## src/design/multi_channel_tick_timer_assert.svh

```systemverilog
// Assertion macros used by the timer bank controller
`ifndef MULTI_CHANNEL_TICK_TIMER_ASSERT_SVH
`define MULTI_CHANNEL_TICK_TIMER_ASSERT_SVH

// Same-cycle implication, checked outside reset
`define MCTT_ASSERT_IMP(lbl, ante, cons, msg) \
    lbl: assert property (@(posedge i_clk) disable iff (!i_rst_n) (ante) |-> (cons)) \
        else $error(msg);

// Next-cycle implication, checked outside reset
`define MCTT_ASSERT_NXT(lbl, ante, cons, msg) \
    lbl: assert property (@(posedge i_clk) disable iff (!i_rst_n) (ante) |=> (cons)) \
        else $error(msg);

`endif

```

## src/design/mctt_pkg.sv

```systemverilog
// Types and constants of the tick timer bank
package mctt_pkg;

    localparam int TIMERS  = 16;
    localparam int IDX_W   = (TIMERS > 1) ? $clog2(TIMERS) : 1;
    localparam int SLOT_W  = 4;
    localparam int CMP_W   = (IDX_W > SLOT_W) ? IDX_W : SLOT_W;
    localparam int TICK_W  = 32;
    localparam int MAX_RES = 16;
    localparam int NREP_W  = $clog2(MAX_RES + 1);

    typedef enum logic [2:0] {
        MODE_TICK    = 3'd0,
        MODE_CREATE  = 3'd1,
        MODE_START   = 3'd2,
        MODE_STOP    = 3'd3,
        MODE_RELEASE = 3'd4,
        MODE_SET     = 3'd5
    } t_mode;

    typedef enum logic [1:0] {
        ST_OK      = 2'd0,
        ST_NO_FREE = 2'd1,
        ST_UNUSED  = 2'd2
    } t_status;

    // Command broadcast to every cell; strobes are high only in the accept cycle
    typedef struct packed {
        logic              create;
        logic              start;
        logic              stop;
        logic              rel;
        logic              set_cnt;
        logic [SLOT_W-1:0] slot;
        logic [TICK_W-1:0] ticks;
        logic              run;
    } t_cmd;

    typedef struct packed {
        logic hit;        // addressed slot is in use
        logic pick;       // this cell is claimed by create or fires now
        logic fire;       // fires during this walk step
        logic fire_last;  // fires and no later cell will fire on this tick
    } t_cell_stat;

    typedef struct packed {
        logic              hit;
        logic              found;
        logic              fire;
        logic              fire_last;
        logic              done;
        logic [SLOT_W-1:0] idx;
    } t_bank_stat;

endpackage

```

## src/design/mctt_cell.sv

```systemverilog
// One timer slot: state, command decode and the tick token stage
module mctt_cell (
    input  logic                     i_clk,
    input  logic                     i_rst_n,
    input  logic [mctt_pkg::IDX_W-1:0] i_idx,
    input  mctt_pkg::t_cmd           i_cmd,
    input  logic                     i_inject,
    input  logic                     i_step,
    input  logic                     i_tok,
    output logic                     o_tok,
    input  logic                     i_taken,
    output logic                     o_taken,
    input  logic                     i_later,
    output logic                     o_later,
    output mctt_pkg::t_cell_stat     o_stat
);
    import mctt_pkg::*;

    logic              r_tok;
    logic              r_in_use;
    logic              r_active;
    logic [TICK_W-1:0] r_rem;
    logic [TICK_W-1:0] r_per;
    logic [TICK_W-1:0] n_rem;

    logic sel;
    logic hit;
    logic claim;
    logic will_fire;
    logic visit;

    assign sel       = (CMP_W'(i_cmd.slot) == CMP_W'(i_idx));
    assign hit       = sel & r_in_use;
    assign claim     = i_cmd.create & ~r_in_use & ~i_taken;
    // count of zero or one reaches zero on this tick
    assign will_fire = r_in_use & r_active & (r_rem[TICK_W-1:1] == '0);
    assign visit     = i_step & r_tok & r_in_use;

    assign o_tok   = r_tok;
    assign o_taken = i_taken | ~r_in_use;
    assign o_later = i_later | will_fire;

    assign o_stat.hit       = hit;
    assign o_stat.fire      = visit & will_fire;
    assign o_stat.fire_last = visit & will_fire & ~i_later;
    assign o_stat.pick      = claim | (visit & will_fire);

    always_comb begin
        n_rem = r_rem;
        if (claim) begin
            n_rem = i_cmd.ticks;
        end else if (hit && i_cmd.set_cnt) begin
            n_rem = i_cmd.ticks;
        end else if (visit) begin
            if (will_fire) begin
                n_rem = r_per;
            end else if (r_rem != '0) begin
                n_rem = r_rem - TICK_W'(1);
            end
        end
    end

    always_ff @(posedge i_clk) begin
        if (!i_rst_n) begin
            r_tok    <= 1'b0;
            r_in_use <= 1'b0;
            r_active <= 1'b0;
        end else begin
            if (i_inject || i_step) begin
                r_tok <= i_tok;
            end
            if (claim) begin
                r_in_use <= 1'b1;
                r_active <= i_cmd.run;
            end else if (hit) begin
                if (i_cmd.start) begin
                    r_active <= 1'b1;
                end
                if (i_cmd.stop) begin
                    r_active <= 1'b0;
                end
                if (i_cmd.rel) begin
                    r_in_use <= 1'b0;
                    r_active <= 1'b0;
                end
            end
        end
    end

    always_ff @(posedge i_clk) begin
        r_rem <= n_rem;
        if (claim) begin
            r_per <= i_cmd.ticks;
        end
    end

endmodule

```

## src/design/mctt_ctrl.sv

```systemverilog
// Request handshake, tick walk control and the result register
module mctt_ctrl (
    input  logic                      i_clk,
    input  logic                      i_rst_n,
    input  logic                      i_in_valid,
    output logic                      o_in_stall,
    input  logic [2:0]                i_mode,
    input  logic [mctt_pkg::SLOT_W-1:0] i_slot,
    input  logic [mctt_pkg::TICK_W-1:0] i_ticks,
    input  logic                      i_run,
    output logic                      o_out_valid,
    input  logic                      i_out_stall,
    output logic [1:0]                o_status,
    output logic [mctt_pkg::SLOT_W-1:0] o_timer_index,
    output logic                      o_fired,
    output logic                      o_last,
    input  mctt_pkg::t_bank_stat      i_bank,
    output mctt_pkg::t_cmd            o_cmd,
    output logic                      o_inject,
    output logic                      o_step
);
    import mctt_pkg::*;

    logic              r_busy;
    logic [NREP_W-1:0] r_nrep;
    logic              r_out_valid;
    logic [1:0]        r_status;
    logic [SLOT_W-1:0] r_idx;
    logic              r_fired;
    logic              r_last;

    logic              ld;
    logic [1:0]        n_status;
    logic [SLOT_W-1:0] n_idx;
    logic              n_fired;
    logic              n_last;

    logic  out_free;
    logic  accept;
    logic  is_tick;
    logic  cmd_acc;
    logic  report;
    logic  quiet;
    t_mode mode;

    assign mode     = t_mode'(i_mode);
    assign out_free = ~r_out_valid | ~i_out_stall;
    assign o_in_stall = r_busy | ~out_free;
    assign accept   = i_in_valid & ~o_in_stall;
    assign is_tick  = (mode == MODE_TICK);
    assign cmd_acc  = accept & ~is_tick;
    assign o_inject = accept & is_tick;
    assign o_step   = r_busy & out_free;

    assign report = o_step & i_bank.fire & (r_nrep < NREP_W'(MAX_RES));
    assign quiet  = o_step & i_bank.done & ~i_bank.fire & (r_nrep == '0);

    assign o_cmd.create  = cmd_acc & (mode == MODE_CREATE);
    assign o_cmd.start   = cmd_acc & (mode == MODE_START);
    assign o_cmd.stop    = cmd_acc & (mode == MODE_STOP);
    assign o_cmd.rel     = cmd_acc & (mode == MODE_RELEASE);
    assign o_cmd.set_cnt = cmd_acc & (mode == MODE_SET);
    assign o_cmd.slot    = i_slot;
    assign o_cmd.ticks   = i_ticks;
    assign o_cmd.run     = i_run;

    always_comb begin
        ld       = 1'b0;
        n_status = ST_OK;
        n_idx    = '0;
        n_fired  = 1'b0;
        n_last   = 1'b1;
        priority if (cmd_acc) begin
            ld = 1'b1;
            unique case (mode)
                MODE_CREATE: begin
                    n_status = i_bank.found ? ST_OK : ST_NO_FREE;
                    n_idx    = i_bank.found ? i_bank.idx : '0;
                end
                MODE_START, MODE_STOP, MODE_RELEASE, MODE_SET: begin
                    n_status = i_bank.hit ? ST_OK : ST_UNUSED;
                    n_idx    = i_slot;
                end
                default: begin
                    n_status = ST_OK;
                end
            endcase
        end else if (report) begin
            ld      = 1'b1;
            n_idx   = i_bank.idx;
            n_fired = 1'b1;
            // close the list at the last fire or at the report limit
            n_last  = i_bank.fire_last | (r_nrep == NREP_W'(MAX_RES - 1));
        end else if (quiet) begin
            ld = 1'b1;
        end else begin
            ld = 1'b0;
        end
    end

    always_ff @(posedge i_clk) begin
        if (!i_rst_n) begin
            r_busy      <= 1'b0;
            r_nrep      <= '0;
            r_out_valid <= 1'b0;
        end else begin
            if (o_inject) begin
                r_busy <= 1'b1;
                r_nrep <= '0;
            end else begin
                if (o_step && i_bank.done) begin
                    r_busy <= 1'b0;
                end
                if (report) begin
                    r_nrep <= r_nrep + NREP_W'(1);
                end
            end
            if (ld) begin
                r_out_valid <= 1'b1;
            end else if (!i_out_stall) begin
                r_out_valid <= 1'b0;
            end
        end
    end

    always_ff @(posedge i_clk) begin
        if (ld) begin
            r_status <= n_status;
            r_idx    <= n_idx;
            r_fired  <= n_fired;
            r_last   <= n_last;
        end
    end

    assign o_out_valid   = r_out_valid;
    assign o_status      = r_status;
    assign o_timer_index = r_idx;
    assign o_fired       = r_fired;
    assign o_last        = r_last;

`include "multi_channel_tick_timer_assert.svh"

    `MCTT_ASSERT_NXT(a_walk_starts, o_inject, r_busy && r_nrep == '0, "tick walk did not start")
    `MCTT_ASSERT_NXT(a_walk_ends, o_step && i_bank.done, !r_busy, "tick walk did not end")
    `MCTT_ASSERT_IMP(a_fire_in_walk, i_bank.fire, o_step, "slot fired outside a walk step")
    `MCTT_ASSERT_IMP(a_nrep_cap, 1'b1, r_nrep <= NREP_W'(MAX_RES), "fire report count overran")
    `MCTT_ASSERT_NXT(a_quiet_result, quiet, o_out_valid && o_last && !o_fired, "quiet tick lost")

endmodule

```

## src/design/multi_channel_tick_timer.sv

```systemverilog
// Top level of the tick timer bank: cell row and controller
// A bank of TIMERS timer slots, one cell each. Create, start, stop, release
// and set count requests each give one result. A tick request sends a token
// down the row of cells, one cell per cycle, pausing while a finished result
// is not taken, and holds the input until the walk ends. Each visited slot
// counts down and, when running and at one or zero, reloads and reports a
// fire; fires come out in slot order, the final one flagged last, and a tick
// with no fires gives one result with fired low. Requests are accepted while
// a result waits, as long as the result register can drain.
module multi_channel_tick_timer (
    input  logic                      i_clk,
    input  logic                      i_rst_n,
    input  logic                      i_in_valid,
    output logic                      o_in_stall,
    input  logic [2:0]                i_mode,
    input  logic [mctt_pkg::SLOT_W-1:0] i_slot,
    input  logic [mctt_pkg::TICK_W-1:0] i_ticks,
    input  logic                      i_run,
    output logic                      o_out_valid,
    input  logic                      i_out_stall,
    output logic [1:0]                o_status,
    output logic [mctt_pkg::SLOT_W-1:0] o_timer_index,
    output logic                      o_fired,
    output logic                      o_last
);
    import mctt_pkg::*;

    logic [TIMERS:0] tok;
    logic [TIMERS:0] taken;
    logic [TIMERS:0] later;
    t_cell_stat      stat [TIMERS];
    t_bank_stat      bank;
    t_cmd            cmd;
    logic            inject;
    logic            step;

    assign tok[0]        = inject;
    assign taken[0]      = 1'b0;
    assign later[TIMERS] = 1'b0;

    for (genvar g = 0; g < TIMERS; g++) begin : g_cell
        mctt_cell u_cell (
            .i_clk    (i_clk),
            .i_rst_n  (i_rst_n),
            .i_idx    (IDX_W'(g)),
            .i_cmd    (cmd),
            .i_inject (inject),
            .i_step   (step),
            .i_tok    (tok[g]),
            .o_tok    (tok[g+1]),
            .i_taken  (taken[g]),
            .o_taken  (taken[g+1]),
            .i_later  (later[g+1]),
            .o_later  (later[g]),
            .o_stat   (stat[g])
        );
    end

    // merge cell status; at most one cell picks in any cycle
    always_comb begin
        bank       = '0;
        bank.found = taken[TIMERS];
        bank.done  = tok[TIMERS];
        for (int k = 0; k < TIMERS; k++) begin
            bank.hit       = bank.hit | stat[k].hit;
            bank.fire      = bank.fire | stat[k].fire;
            bank.fire_last = bank.fire_last | stat[k].fire_last;
            if (stat[k].pick) begin
                bank.idx = bank.idx | SLOT_W'(k);
            end
        end
    end

    mctt_ctrl u_ctrl (
        .i_clk         (i_clk),
        .i_rst_n       (i_rst_n),
        .i_in_valid    (i_in_valid),
        .o_in_stall    (o_in_stall),
        .i_mode        (i_mode),
        .i_slot        (i_slot),
        .i_ticks       (i_ticks),
        .i_run         (i_run),
        .o_out_valid   (o_out_valid),
        .i_out_stall   (i_out_stall),
        .o_status      (o_status),
        .o_timer_index (o_timer_index),
        .o_fired       (o_fired),
        .o_last        (o_last),
        .i_bank        (bank),
        .o_cmd         (cmd),
        .o_inject      (inject),
        .o_step        (step)
    );

endmodule
```

## config.mk

```make
export PLATFORM = sky130hd
export DESIGN_NAME = multi_channel_tick_timer
export DESIGN_NICKNAME = d
export VERILOG_FILES = /design/src/design/mctt_pkg.sv /design/src/design/mctt_cell.sv /design/src/design/mctt_ctrl.sv /design/src/design/multi_channel_tick_timer.sv
export VERILOG_INCLUDE_DIRS = /design/src /design/src/design
export SDC_FILE = /design/constraint.sdc
export NUM_CORES = 2
export LEC_CHECK = 0
export CAP_MARGIN = 40
export CORE_AREA = 4 4 335 402
export DETAILED_ROUTE_END_ITERATION = 8
export DIE_AREA = 0 0 339 406
export DONT_BUFFER_PORTS = 1
export GPL_TIMING_DRIVEN = 0
export SYNTH_ARGS = -nofsm -noshare
export SYNTH_HDL_FRONTEND = slang
export SYNTH_HIERARCHICAL = 1
export SYNTH_SLANG_ARGS = --single-unit
```

## constraint.sdc

```tcl
create_clock -name i_clk -period 9.3 [get_ports i_clk]
set_input_delay 1.395 -clock i_clk [delete_from_list [all_inputs] [get_ports i_clk]]
set_output_delay 1.395 -clock i_clk [all_outputs]
set_load 0.01 [all_outputs]
```

==> Word level (Yosys, flattened, before mapping) <==
Cells that the tools add are included.
{ "op_classes": {"add_sub_neg": 17, "eq_ne": 22, "n_mux": 178, "n_bitwise": 300, "reduce_logical": 185, "n_lt_le_gt_ge": 1} }
{ "ops": {"columns": ["op", "n"], "rows": [
  ["2-to-1 mux 32 bit", 80],
  ["nonzero test 32 bit", 16],
  ["subtractor 32 x 1 -> 32 bit, second input constant", 16],
  ["logical NOT 31 bit", 16],
  ["bitwise AND 1 bit", 155],
  ["nonzero test 4 bit", 32],
  ["AND reduction 2 bit", 48],
  ["OR 1 bit", 92],
  ["2-to-1 mux 1 bit", 78],
  ["nonzero test 2 bit", 33],
  ["NOT 1 bit", 53],
  ["nonzero test 3 bit", 16],
  ["2-to-1 mux 4 bit", 11],
  ["equality test 4 bit, second input constant", 8],
  ["logical AND 1 bit", 17],
  ["equality test 4 x 3 -> 1 bit, second input constant", 4],
  ["2-to-1 mux 3 bit", 4],
  ["equality test 4 x 2 -> 1 bit, second input constant", 2],
  ["case mux 4 bit (2 select lines)", 1],
  ["equality test 3 x 2 -> 1 bit, second input constant", 2],
  ["equality test 3 bit, second input constant", 2],
  ["2-to-1 mux 2 bit", 3],
  ["adder 5 x 1 -> 5 bit, second input constant", 1],
  ["equality test 5 x 4 -> 1 bit, second input constant", 1],
  ["11 further kinds", 12]
]} }
{ "word_totals": {"regBits": 1087, "wordCells": 790, "inputBits": 44, "out_inout_bits": 10} }

==> Longest topological paths before layout <==
{ "depth": {"word_depth": 34, "depth_mapped": 24, "ltp_nobuf": 22} }

==> Hierarchy <==
Netlist, hierarchy kept.
{ "modules_own_cells": {"columns": ["mod", "cells_per_inst", "instances", "area_per_inst_um2"], "rows": [
  ["mctt_cell (g_cell[1].u_cell ...)", 324, 8, 3542.1],
  ["mctt_cell (g_cell[0].u_cell ...)", 332, 7, 3608.5],
  ["mctt_cell (g_cell[9].u_cell)", 327, 1, 3671.0],
  ["mctt_ctrl", 112, 1, 1059.8],
  ["multi_channel_tick_timer", 28, 1, 166.4]
]} }

==> Least setup slack after synthesis <==
No wires, ideal clock.
{ "synth_path": {"path_kind": "input to register", "startpoint": "input i_out_stall", "endpoint": "register g_cell[9].u_cell.r_rem[0] (enable)", "setup_slack_ns": 2.938, "cell_stages": 8, "setup_time_ns": 0.466, "path_buffers": 1, "required_time_ns": 8.834, "arrival_time_ns": 5.896, "cell_sequence": "a21oi_2 inv_2 nor4_4 nor2b_1 nor2b_1 a41oi_1 clkbuf_1 o21ai_0"} }
{ "synth_lines": {"columns": ["element", "line", "rtl"], "rows": [
  ["start, declared", "multi_channel_tick_timer.sv:20", "input logic i_out_stall,"],
  ["end signal, assigned", "mctt_cell.sv:91", "r_rem <= n_rem;"],
  ["end, declared", "mctt_cell.sv:22", "logic [TICK_W-1:0] r_rem;"]
]} }

==> reports/summary.md <==
The flow ran to the end, and the final reports show no timing, DRC or antenna violations. The worst setup path is captured at a flop. Counting I/O delays and the setup requirement, the final critical path takes 6.45 ns. The largest buffer count on any clock path came out at 3. The ratio of routed vias to standard cells came out at 6.13. For the worst-skew pair, the clock arrives at the later sink with an insertion delay of 0.75 ns.

The final layout contains routed wiring with a total length of 186000 um. The tightest hold path in the finished design has a slack of 0.482 ns. IR analysis of the VDD net gives a maximum drop of 0.162 mV. The tools report the number of remaining DRC errors as 0.

The tree is rooted in a clkbuf_16. The min-delay analysis places its worst path in the category flop to flop. In this run the critical register-to-register path is captured at u_ctrl/o_last$_SDFFCE_PP1P_. The average wire per standard cell was 25.0 um; the global placement routability congestion was 0.869. The cell count after synthesis came out at 5381. The number of clock sinks seen by CTS is 1087, and the final hold violation count is 0. For the number of H-tree levels, the log shows 3.

The number of max-cap violations came out at 0. The fraction of layout instances using a drive strength above 1 was 0.103. The critical path startpoint is g_cell[15].u_cell/r_rem[21]$_DFFE_PP_. At the worst endpoint, the arrival time is 6.89 ns. After the first detailed-routing iteration, the DRC count stood at 4233.

The floorplan step set the die width to 339 um. TritonCTS built the clock tree. Worst setup slack after placement: 2.97 ns. At the pin with the least slew margin, the transition time is 0.963 ns.

Classification of the worst setup path: flop to flop. The detail route stage leaves a number of antenna-violating nets equal to 0. The pin count of the biggest net entering global routing was 67; the first-pass GRT wire length was 275000 um.

Reported leakage power: 20.6 nW. For the max-slew violation total from the final report, the log shows 0. After global routing the overflow that remains totals 0. Timing would allow up to 0.155 GHz. Pin placement for this block handled 54 I/O pins. The filler cell count was 11400; the number of buffers inserted by hold repair at cts was 0. Clock tree synthesis inserted a total of 112 buffers. The synthesized netlist occupies a cell area of 0.0585 mm^2.

The worst relative slew slack was 0.349; the number of global-route vias before repair was 43800. The last element of the critical path is u_ctrl/o_last$_SDFFCE_PP1P_. The overall fraction of global-route tracks in use is 0.261. Dividing the synthesized area by the synthesized cell count gives 10.9 um^2. The number of warnings issued by yosys was 6. Setup repair after global routing left no endpoint under its margin. The die covers 0.138 mm^2. The tools report the number of nets in the layout as 5687. For the number of gates resized after CTS, the log shows 0. In this run the critical register-to-register path is launched from g_cell[15].u_cell/r_rem[21]$_DFFE_PP_. For the worst setup path, the data required time is 9.73 ns. The library cells used most frequently in the layout, excluding fill and tap cells, are edfxtp_1, nand2_1, o21ai_0. The worst setup margin was 2.85 ns; the post-route clock period utilization was 0.694.

Starting utilization of the core area: 0.448. The power density over the cells works out to 161 mW/mm^2. The tools report the total via count after detailed routing as 45500. After clock tree synthesis, the clock-pin slew on the worst setup and hold paths is 0.06 ns. During placement, the flow inserted port buffers numbering 0.

The start point of the worst min-delay path is g_cell[9].u_cell/o_tok$_SDFFE_PN0P_. The area of the core region was 0.130 mm^2; the reg-to-reg setup timing slack was 2.85 ns. The path depth of the worst reg2reg path came out at 23.

The worst setup path is launched from a flop. The die boundary height is 406 um, and the maximum fanout count along the critical path is 10. Summed over all nets, the half-perimeter wirelength after detailed placement is 113000 um. The library cell used most frequently in the layout, excluding fill and tap cells, is edfxtp_1. The number of antenna violations at the first check in global routing is 6, and the number of search-and-repair iterations in the first detailed-routing pass is 6.

The tools report the number of buffers inserted by post-CTS setup repair as 0. The run gives 0.0333 ns as the worst clock skew on the final layout. In this run the core area contains 145 standard-cell rows. From synthesis to final layout, the design area changed by 13.2%. The tools report the total setup violations reported at the end of the flow as 0.
==> registers in the layout, summed over array words and instances (netlist names) <==
register / cells
g_cell.u_cell/r_per: 512
g_cell.u_cell/r_rem: 512
g_cell.u_cell/o_tok: 16
g_cell.u_cell/r_active: 16
g_cell.u_cell/r_in_use: 16
u_ctrl/r_nrep: 5
u_ctrl/o_timer_index: 4
u_ctrl/o_status: 2
u_ctrl/o_fired: 1
u_ctrl/o_last: 1
u_ctrl/o_out_valid: 1
u_ctrl/r_busy: 1
==> worst max-delay path, stage by stage (launching register included) <==
cell and delay [ns]:
edfxtp_1 0.47, nor4_1 0.60, nand3_2 0.28, or3_1 0.44, clkbuf_2 0.22, nand2b_1 0.21
nand2b_1 0.16, nand2b_1 0.16, nand2b_1 0.16, nand2b_1 0.22, nand2b_1 0.19, or2_2 0.18
nand2b_1 0.20, nand2b_1 0.15, nand2b_1 0.13, nand2b_1 0.12, nand2b_1 0.18, nand2b_1 0.23
nand2b_1 0.16, nand2b_1 0.11, nor3_1 0.05, nor4_1 0.70, nand4_1 0.21, or3_2 0.62
==> per-layer routing <==
metal / global-route usage / routed length [um] / up-vias
li1: - / - / 21000
met1: 0.335 / 77000 / 22400
met3: 0.0356 / 11900 / 365
met2: 0.440 / 88200 / 1661
met5: 0 / 11 / -
met4: 0.123 / 8460 / 2
==> metrics by stage <==
| step | util | setup TNS (ns) | instances | cell area [um^2] | power (W) |
|---|---|---|---|---|---|
| floorplan | - | 0 | 5447 | 58700 | 0.00554 |
| global placement | 0.466 | -12.98 | 7137 | 60800 | 0.00570 |
| detailed placement | 0.476 | 0 | 7199 | 62100 | 0.00571 |
| CTS | 0.508 | 0 | 7410 | 66200 | 0.0107 |
| global route | 0.508 | 0 | 7411 | 66200 | 0.0109 |
| finish | 0.508 | 0 | 7416 | 66200 | 0.0106 |
==> power breakdown <==
group / switching [W] / internal, W
logic: 0.000236 / 0.0000434
clock network: 0.00202 / 0.00302
registers: 0.00000665 / 0.00532
==> area by class of cell <==
type,instances,area (um^2),area share
well taps,1690,2110,0.0319
diodes,5,12.5,0.000189
multi-input cells,4008,24800,0.374
repair buffers,63,1080,0.0163
clock buffers,137,3040,0.0459
flip-flops and latches,1087,32100,0.485
inverters,64,240,0.00363
clock inverters,74,1030,0.0156
plain buffers,288,1830,0.0276
==> worst min-delay path by stage <==
stage,endpoint,slack [ns],cells past startpoint
after floorplan,g_cell[9].u_cell/o_tok$_SDFFE_PN0P_,0.44,2
after global placement,g_cell[9].u_cell/o_tok$_SDFFE_PN0P_,0.46,2
after detailed placement,g_cell[11].u_cell/o_tok$_SDFFE_PN0P_,0.47,2
after CTS,g_cell[11].u_cell/o_tok$_SDFFE_PN0P_,0.48,2
after global routing,g_cell[14].u_cell/o_tok$_SDFFE_PN0P_,0.50,2
final,g_cell[9].u_cell/o_tok$_SDFFE_PN0P_,0.48,2
Note: power is estimated with default switching activity, not from simulation.
